File: config.mk
export PLATFORM = sky130hd
export DESIGN_NAME = mpsm_cell
export DESIGN_NICKNAME = d
export VERILOG_FILES = /design/src/rtl/assert_macros.svh /design/src/rtl/mpsm_pkg.sv /design/src/rtl/mpsm_cell.sv
export SDC_FILE = /design/constraint.sdc
export NUM_CORES = 1
export LEC_CHECK = 0
export BUFFER_PORTS_ARGS = -buffer_cell sky130_fd_sc_hd__buf_2
export CORE_MARGIN = 8
export CORE_UTILIZATION = 65
export CTS_CLUSTER_DIAMETER = 30
export DETAILED_ROUTE_END_ITERATION = 16
export PLACE_DENSITY = 0.84
export SLEW_MARGIN = 25
export SYNTH_ARGS = -nofsm -noshare
export SYNTH_HDL_FRONTEND = slang
export SYNTH_SLANG_ARGS = --single-unit
export TNS_END_PERCENT = 100
File: constraint.sdc
create_clock -name clk -period 6.5 [get_ports clk]
set_input_delay 0 -clock clk [delete_from_list [all_inputs] [get_ports clk]]
set_output_delay 0 -clock clk [all_outputs]
set_load 0.03 [all_outputs]
File: src/rtl/assert_macros.svh
// assertion macros used by the top-level rtl file
// depends on nothing
`ifndef ASSERT_MACROS_SVH
`define ASSERT_MACROS_SVH

// implication checked on every rising clock edge outside reset
`define ASSERT_IMPL(label, clk, rst_n, ante, cons) \
    label: assert property (@(posedge clk) disable iff (!rst_n) (ante) |-> (cons)) \
        else $error("assertion failed");

// implication whose consequent is checked in the cycle after the antecedent
`define ASSERT_NEXT(label, clk, rst_n, ante, cons) \
    label: assert property (@(posedge clk) disable iff (!rst_n) (ante) |=> (cons)) \
        else $error("assertion failed");

`endif

File: src/rtl/mpsm_pkg.sv
// package for the multi-pattern substring matcher
// types, sizes and command codes; depends on nothing
package mpsm_pkg;

    localparam int MAX_WORDS  = 64;
    localparam int WORD_BYTES = 64;
    localparam int PAT_BYTES  = WORD_BYTES - 1;
    localparam int IDX_W      = 6;
    localparam int POS_W      = 6;
    localparam int LEN_W      = 6;
    localparam int CNT_W      = 7;
    localparam int SLOT_W     = $clog2(MAX_WORDS);
    localparam int BPOS_W     = $clog2(PAT_BYTES);

    localparam logic CMD_LOAD = 1'b0;
    localparam logic CMD_TEXT = 1'b1;

    typedef struct packed {
        logic             command;
        logic [IDX_W-1:0] word_index;
        logic [POS_W-1:0] byte_position;
        logic [7:0]       data_byte;
        logic             last;
    } in_word_t;

    typedef struct packed {
        logic             match_found;
        logic [IDX_W-1:0] matched_index;
    } out_word_t;

    // bus that runs along the cell chain, one stage per cell
    typedef struct packed {
        logic             valid;
        logic             command;
        logic             last;
        logic [IDX_W-1:0] word_index;
        logic [POS_W-1:0] byte_position;
        logic [7:0]       data_byte;
        logic             found;
        logic [IDX_W-1:0] hit;
    } chain_t;

endpackage

File: src/rtl/mpsm_cell.sv
// one pattern slot of the matcher chain: pattern store, length, progress, flag
// depends on mpsm_pkg
module mpsm_cell
    import mpsm_pkg::*;
(
    input  logic                  clk,
    input  logic                  rst_n,
    input  logic [SLOT_W-1:0]     slot,
    input  logic [CNT_W-1:0]      word_count,
    input  logic                  advance,
    input  chain_t                chain_in,
    output chain_t                chain_out
);

    logic [7:0]           pat_mem [PAT_BYTES];
    logic [LEN_W-1:0]     len_reg, len_next;
    logic [PAT_BYTES-1:0] prog_reg, prog_next;
    logic                 flag_reg, flag_next;
    chain_t               out_reg, out_next;
    logic                 is_load, is_text, hit_here, occurs;
    logic [PAT_BYTES-1:0] eq_vec;
    logic [PAT_BYTES-1:0] shifted;
    logic [LEN_W-1:0]     len_eff;

    assign is_load = advance && chain_in.valid && chain_in.command == CMD_LOAD
                     && chain_in.word_index == IDX_W'(slot)
                     && chain_in.byte_position < POS_W'(PAT_BYTES);
    assign is_text = advance && chain_in.valid && chain_in.command == CMD_TEXT;

    always_ff @(posedge clk)
    begin
        if (is_load)
        begin
            pat_mem[chain_in.byte_position[BPOS_W-1:0]] <= chain_in.data_byte;
        end
    end

    always_comb
    begin
        len_eff = (len_reg > LEN_W'(PAT_BYTES)) ? LEN_W'(PAT_BYTES) : len_reg;
        for (int k = 0; k < PAT_BYTES; k++)
        begin
            eq_vec[k] = (pat_mem[k] == chain_in.data_byte) && (k < int'(len_eff));
        end
        shifted = {prog_reg[PAT_BYTES-2:0], 1'b1};
        prog_next = prog_reg;
        flag_next = flag_reg;
        len_next  = len_reg;
        occurs    = 1'b0;
        if (is_load && chain_in.last)
        begin
            len_next = LEN_W'(chain_in.byte_position + 1'b1);
        end
        if (is_text)
        begin
            prog_next = shifted & eq_vec;
            occurs = (len_eff == '0) || prog_next[len_eff - 1'b1];
            flag_next = flag_reg | occurs;
            if (chain_in.last)
            begin
                prog_next = '0;
                flag_next = 1'b0;
            end
        end
        hit_here = (flag_reg | occurs) && (CNT_W'(slot) < word_count);
        out_next = chain_in;
        if (is_text && chain_in.last && !chain_in.found && hit_here)
        begin
            out_next.found = 1'b1;
            out_next.hit   = IDX_W'(slot);
        end
        if (!advance)
        begin
            out_next = out_reg;
        end
    end

    always_ff @(posedge clk or negedge rst_n)
    begin
        if (!rst_n)
        begin
            len_reg   <= '0;
            prog_reg  <= '0;
            flag_reg  <= 1'b0;
            out_reg   <= '0;
        end
        else
        begin
            len_reg  <= len_next;
            prog_reg <= prog_next;
            flag_reg <= flag_next;
            out_reg  <= out_next;
        end
    end

    assign chain_out = out_reg;

endmodule

==> key figures, run 1 <==
Routing
  – Antenna viol nets, final: 0
  – DRC violations left: 0
  – Vias/cell: 6.55
  – Pre-Repair DR Iteration Count: 6
  – Final WL: around 73000 microns
  – Wire length per cell: 27.0 microns
  – Number of DRC markers in iteration 0: 2106
  – Via count: 17700

Cells and area
  – Max FFs per register: 504
  – Ant diodes: 0
  – # fillers: approximately 2100
  – Nets: 2139
  – Fin util: 78.1%
  – Layout cells sized above 1: between 15 and 20%
  – Area Overhead vs Synth: 18.3%

Synthesis
  – Post-synth EDFFs: 504
  – Syn avg cell area: 13.9 sq um
  – Syn Std Cell Area: roughly 27000 sq um
  – Post-Syn Nets: 1997
  – Synth Flop Type: edfxtp_1
  – Part of the Yosys area used for sequential elements: between 60% and 70%
  – Ys async rst share: 16.4%
  – Post-synthesis cell type count: 74
  – Register bit total from synthesis: 603
  – Yosys warnings: 0
  – Post-Syn Instances: 1942

Worst setup path
  – Cells on worst reg2reg path: 12
  – Setup crit start: len_reg[0]
  – Crit Reg-Reg Startpoint: len_reg[0]
  – Slowest cell delay on critical path: roughly 0.93 ns
  – Critical path peak fanout: 22
  – CP Launch Type: register
  – Crit-path cells: clkinv_1 -> ha_1 -> nor3b_1 -> or4_1 -> nor4_1 -> o21ai_0 -> a41oi_1 -> a221oi_1 -> nor3_2 -> nor3_1 -> a211o_1 -> dlygate4sd3_1
  – CP endpoint kind: register
  – CP Class: reg -> reg
  – Worst path required time: 7.00 ns
  – Critical Path AT: 6.01 ns
  – Slowest cell on crit path: dfrtp_1

Placed design
  – Final Wtd Congestion: 0.942
  – I/O Buffers: 75
  – HPWL after detailed placement: approximately 42000 microns

Power
  – Sw power: 0.00245 W
  – Leak: 10.9 nW
  – Internal Pwr Total: around 0.008 W
  – Seq pwr share: 40.3%
  – Clock share of power: between 50% and 60%
  – Comb pwr share: 6.1%
  – Pwr Density: 329 nW/um^2
  – Worst IR drop on VDD: 0.281 mV
  – Sw Share: a little under a quarter
  – Pwr Total: 0.0105 W

Global routing
  – Initial antenna violation count: 0
  – Largest net degree at the start of global routing: 77
  – Global-route wire length before repair: 111000 microns
  – GRT Overall Usage: 30.5%
  – Vias in the first global route: around 18000
  – Congestion Overflow GR: 0

Timing
  – # setup viols final: 0
  – Slew @ Worst Pin: 1.11 ns
  – Minimum clock period: roughly 5.5 ns
  – Fmax: 0.181 GHz
  – RSZ-0062 raised after global routing: no
  – Setup TNS: 0 ns
  – Clock skew: around 0.028 ns
  – Rel. slew slack: 25.5%
  – Hold Vio Cnt, Final: 0
  – Final Max Tran Viols: 0
  – Tcrit/Tclk final: between 80% and 90%

Floorplan
  – Initial Utilization: between 60% and 70%
  – Core Area: 40900 sq um
  – Die area: 48300 sq um
  – DIE WIDTH: 220 microns
  – Die Height: around 220 microns
  – Num ports: 76
  – # rows: 74

Clocking
  – Post_cts resized: 0
  – TritonCTS Buffers: ~110
  – Worst-Skew Late Latency: 0.65 ns
  – Clock buffer depth: 3
  – Post-CTS Hold Buffers: 39
  – CTS tree: done
  – CTS Sinks: 603
  – Htree depth: 3
  – Reg clk slew, reported paths: approximately 0.06 ns
  – CTS Root Cell: clkbuf_16
  – Setup Fix Bufs, Post-CTS: 0

Hold path
  – Worst hold path class: in -> async

Status
  – Status: complete, no violations

Flow run
  – Max Cap Violations: 0
layout by cell type, fill, tap and decap left out, drive strengths merged, types with 42 or more instances in the layout:
master,count
buf,107
nor4,65
xor2,209
nand3,44
clkbuf,112
nor2,82
edfxtp,504
xnor2,312
clkinv,42
nand2,99
dfrtp,99
nand4,68
cell usage after synthesis, drive strengths merged, types with 8 or more instances:
library cell,number,area [sq um]
o211ai,15,113
or4,13,97.6
o31ai,18,135
o22ai,9,56.3
inv,18,67.6
or3,8,55.1
nand2,99,372
mux2,23,259
ha,9,113
nor4,65,407
edfxtp,504,15100
a211o,10,87.6
nor3,40,205
nand4,68,425
xnor2,312,2730
o2111ai,11,96.3
nand2b,8,50.1
dfrtp,99,2480
a21o,13,97.6
xor2,209,1830
a22o,11,96.3
nand3b,8,60.1
buf,68,338
nand3,44,220
clkbuf,42,158
a21oi,11,55.1
and3,9,56.3
nor2,82,308
o21ai,29,149
power groups by stage:
stage	Clock (W)	Sequential, W	Combinational, W
6_report	0.00564	0.00424	0.000637
5_1_grt	0.00582	0.00424	0.000670
4_1_cts	0.00562	0.00424	0.000617
3_5_place_dp	0	0.00431	0.000586
3_3_place_gp	0	0.00431	0.000568
2_1_floorplan	0	0.00434	0.000330
final timing paths:
kind	end	slack [ns]
setup reg to reg	chain_out[3]	0.99
hold / removal	chain_out[7]	0.06
hold reg to reg	prog_reg[14]	0.48
setup / recovery	chain_out[3]	0.99
max in group asynchronous	prog_reg[9]	5.78
min in group clk	chain_out[29]	0.10
per-layer routing:
| metal | up-vias | share of wire [%] | wire (microns) | GRT usage, % |
|---|---|---|---|---|
| met2 | 1282 | 47 | 34700 | 48.1 |
| met5 | - | 0 | 0 | 0 |
| met3 | 288 | 11 | 8280 | 8.61 |
| met1 | 8713 | 36 | 26400 | 38.3 |
| li1 | 7433 | - | - | - |
| met4 | 0 | 5.1 | 3760 | 16.1 |
critical path: cells and delay by family, from the launching register on:
family                   cells  cell delay (ns)
flip-flops                   1             0.93
AND/OR/NAND/NOR              5             1.80
AO/OA/AOI/OAI                4             0.82
adder cells (fa/ha/maj)      1             0.61
buffers and inverters        2             1.19
through the flow:
step                      hold slack (ns)  cells  setup WS [ns]  area (sq um)
final                              0.0592   2705          0.987         31900
after detailed placement          -0.0897   2470           1.91         27900
after global placement            -0.0894   2470           1.93         27900
after global routing               0.0962   2705          0.794         31900
after CTS                          0.0543   2705           1.31         31900
after floorplan                    -0.296   1942           3.24         27000
layout make-up:
type	count	area, sq um	share of cell area (%)
Multi-Input combinational cell	1208	8850	27.7
Timing Repair Buffer	145	1090	3.40
Sequential cell	603	17600	55.1
Clock buffer	112	2670	8.37
Tap cell	532	666	2.08
Clock inverter	84	977	3.06
Inverter	21	78.8	0.247
kinds of logic after synthesis:
| group | count (synthesis) | share of synthesized area (%) |
|---|---|---|
| compound gates | 177 | 4.95 |
| xor+xnor | 521 | 16.9 |
| fa+ha+maj | 9 | 0.417 |
| buf+inv | 131 | 2.13 |
| flops | 603 | 65.2 |
| mux | 28 | 1.24 |
| simple gates | 473 | 9.15 |
Note: power is estimated with default switching activity, not from simulation.
==> run 2, diff against run 1 <==
ABC_AREA = 1   (was default)
CORE_UTILIZATION = 63   (was 65)
PLACE_DENSITY = 0.81   (was 0.84)
clock period = 5.8 ns   (was 6.5 ns; I/O delays follow)
==> key figures, run 2 <==
Status
  – Status: complete, no violations

Clocking
  – Reg clk slew, reported paths: 0.05 ns (about the same)
  – Worst-Skew Late Latency: 0.67 ns (+0.02 ns)
  – CTS Sinks: 603 (unchanged)
  – Clock buffer depth: 3 (unchanged)
  – TritonCTS Buffers: 112 (+6.7%)
  – CTS Root Cell: clkbuf_16
  – Setup Fix Bufs, Post-CTS: 0 (unchanged)
  – Htree depth: 3 (unchanged)
  – CTS tree: done

Routing
  – Via count: 23200 (+31%)
  – Pre-Repair DR Iteration Count: 8 (+2)
  – DRC violations left: 0 (unchanged)
  – DR top layer: met5
  – Met3 WL: 10900 microns (+32%)
  – Met2 WL post-DR: 40900 microns (+18%)
  – Final WL: 87000 microns (+19%)
  – Met1 WL: 30700 microns (+16%)
  – Antenna viol nets, final: 0 (unchanged)
  – Vias/cell: 6.04 (-7.8%)
  – Wire length per cell: 22.7 microns (-16%)
  – Number of DRC markers in iteration 0: 2883 (+37%)

Synthesis
  – Post-synthesis cell type count: 43 (-42%)
  – Post-Syn Nets: 3046 (+53%)
  – Ys async rst share: 16.4% (unchanged)
  – Post-synth EDFFs: 504 (unchanged)
  – Post-synth top cells: nand2_1, edfxtp_1, nor2_1
  – Syn avg cell area: 9.63 sq um (-31%)
  – Share of the synthesized area in the top cell type: 52.6% (-3.5 points)
  – Count leader, synth: nand2_1
  – Part of the Yosys area used for sequential elements: 61.2% (-4.1 points)
  – Syn Std Cell Area: 28800 sq um (+6.6%)
  – Synth Flop Type: edfxtp_1
  – Post-Syn Instances: 2991 (+54%)
  – Yosys warnings: 0 (unchanged)
  – Synth area leaders: edfxtp_1, nand2_1, dfrtp_1
  – Register bit total from synthesis: 603 (unchanged)
  – Dominant cell type by area after synthesis: edfxtp_1

Worst setup path
  – Reg-to-reg slack, setup: 0.99 ns (about the same)
  – Slowest cell on crit path: dfrtp_1
  – Buffers & Inverters on Critical Path: 4 (+2)
  – Most frequent CP cell: nand2_1
  – Crit Reg-Reg Startpoint: len_reg[0]
  – Slowest cell delay on critical path: 0.78 ns (-0.15 ns)
  – Crit-path cells: inv_1 -> ha_1 -> inv_1 -> nand2_1 -> nor3_1 -> nand4_1 -> nor2_1 -> nor2_1 -> a21oi_1 -> nand2_1 -> nand3_1 -> a21oi_1 -> nand2_1 -> nand2_2 -> nand2_4 -> nand2_8 -> nand2_2 -> dlygate4sd3_1 -> nand3_1 -> dlygate4sd3_1 -> nand2_1
  – CP Class: reg -> reg
  – Delay-heaviest family, CP: buffers and inverters
  – CP Launch Type: register
  – Cells on worst reg2reg path: 21 (+9)
  – Critical path peak fanout: 20 (-9.1%)
  – Worst path required time: 6.37 ns (-0.63 ns)
  – Worst r2r dst: chain_out[2]
  – Critical Path AT: 5.38 ns (-0.63 ns)
  – CP endpoint kind: register

Global routing
  – Global-route wire length before repair: 133000 microns (+19%)
  – Initial antenna violation count: 3 (+3)
  – Vias in the first global route: 23500 (+28%)
  – Congestion Overflow GR: 0 (unchanged)
  – Largest net degree at the start of global routing: 104 (+35%)
  – GRT Overall Usage: 32.4% (+1.9 points)

Timing
  – Hold Vio Cnt, Final: 0 (unchanged)
  – Final Max Tran Viols: 0 (unchanged)
  – Final Hold Slack: 0.103 ns (+0.0438 ns)
  – Rel. slew slack: 23.3% (-2.2 points)
  – Slew @ Worst Pin: 1.15 ns (+0.0398 ns)
  – # setup viols final: 0 (unchanged)
  – Worst setup margin: 0.987 ns (+0.000197 ns)
  – RSZ-0062 raised after global routing: no
  – Setup TNS: 0 ns (unchanged)
  – Fmax: 0.208 GHz (+15%)
  – Clock skew: 0.0366 ns (+0.00881 ns)
  – Tcrit/Tclk final: 83.0% (-1.8 points)
  – Minimum clock period: 4.81 ns (-0.700 ns)

Placed design
  – HPWL after detailed placement: 50000 microns (+19%)
  – Pre-CTS setup slack: 2.30 ns (+0.388 ns)
  – I/O Buffers: 75 (unchanged)
  – Final Wtd Congestion: 0.986 (+4.7%)
  – Placed cell count: 3575 (+45%)

Flow run
  – Max Cap Violations: 0 (unchanged)

Floorplan
  – Num ports: 76 (unchanged)
  – Die area: 52800 sq um (+9.3%)
  – Die Height: 230 microns (+4.5%)
  – # rows: 78 (+5.4%)
  – Core Area: 45300 sq um (+11%)
  – Initial Utilization: 63.6% (-2.4 points)
  – DIE WIDTH: 230 microns (+4.5%)

Cells and area
  – Ant diodes: 0 (unchanged)
  – Max FFs per register: 504 (unchanged)
  – Non-Filler Instances: 3838 (+42%)
  – Most frequent cells in the layout: nand2_1, edfxtp_1, nor2_1
  – Nets: 3193 (+49%)
  – Most common cell after layout, fill and taps aside: nand2_1
  – Area Overhead vs Synth: 18.6%
  – Layout cells sized above 1: 12.3% (-2.7 points)

Hold path
  – Hold Startpoint: chain_in[13]
  – Worst hold path class: in -> reg
  – Hold depth: 2
  – Endpoint, Worst Hold: pat_mem[9][6]

Power
  – Sw Share: 23.9% (+0.61 points)
  – Sw power: 0.00297 W (+21%)
  – Clock share of power: 55.0% (+1.4 points)
  – Pwr Density: 364 nW/um^2 (+11%)
  – Worst IR drop on VDD: 0.334 mV (+19%)
  – Seq pwr share: 38.3% (-2.0 points)
  – Internal Pwr Total: 0.00946 W (+17%)
  – Leak: 13.8 nW (+26%)
  – Comb pwr share: 6.8% (+0.7 points)
-- run 2: cell count changes after synthesis, sizes merged, moves of 151 or more --
cell,before,now
nand2,99,884
xor2,209,52
o21ai,29,180
inv,18,269
nor2,82,365
xnor2,312,129
-- run 2: kinds of logic after synthesis --
| logic type | Yosys count | synth area share (%) |
|---|---|---|
| XOR/XNOR | 181 | 5.53 |
| buffers and inverters | 402 | 5.83 |
| flip-flops | 603 | 61.2 |
| adder cells (fa/ha/maj) | 9 | 0.391 |
| AND/OR/NAND/NOR | 1546 | 22.2 |
| AO/OA/AOI/OAI | 250 | 4.87 |
-- run 2: how the worst max path moves through the flow --
stage	cells past startpoint	start	slack (ns)	end
after CTS	21	len_reg[0]	1.14	chain_out[3]
after floorplan	21	len_reg[1]	3.23	chain_out[0]
after global placement	18	len_reg[0]	2.30	chain_out[4]
after global routing	21	len_reg[0]	0.79	chain_out[3]
final	21	len_reg[0]	0.99	chain_out[2]
after detailed placement	19	len_reg[0]	2.30	chain_out[4]
-- run 2: metal layers --
| layer | GRT usage [%] | vias to the layer above |
|---|---|---|
| met1 | 39.1 | 10900 |
| li1 | - | 10200 |
| met5 | 0 | - |
| met3 | 7.98 | 339 |
| met2 | 53.1 | 1766 |
| met4 | 18.6 | 2 |
-- run 2: power by group through the flow --
stage	logic (W)	registers, W	clock network, W
finish	0.000840	0.00476	0.00683
global route	0.000892	0.00476	0.00704
detailed placement	0.000777	0.00484	0
floorplan	0.000442	0.00487	0
global placement	0.000758	0.00484	0
CTS	0.000816	0.00476	0.00684
-- run 2: area by class of cell --
cell class,instances,area (sq um)
repair buffers,161,1220
well taps,600,751
clock inverters,86,991
inverters,274,1030
multi-input cells,1986,9510
clock buffers,128,3040
flip-flops and latches,603,17600
fillers,2793,11100
-- run 2: repair_timing --
action	CTS	global route
hold buffers	49	0
endpoints found under the hold margin	174	0
resized for setup	0	0
-- run 2: stage by stage --
stage                     power [W]  utilization, %  instance area [sq um]
final                        0.0124            75.4                  34200
after global routing         0.0127            75.4                  34200
after CTS                    0.0124            75.4                  34200
after detailed placement    0.00562            65.4                  29600
after global placement      0.00560            65.4                  29600
after floorplan             0.00531               -                  28800
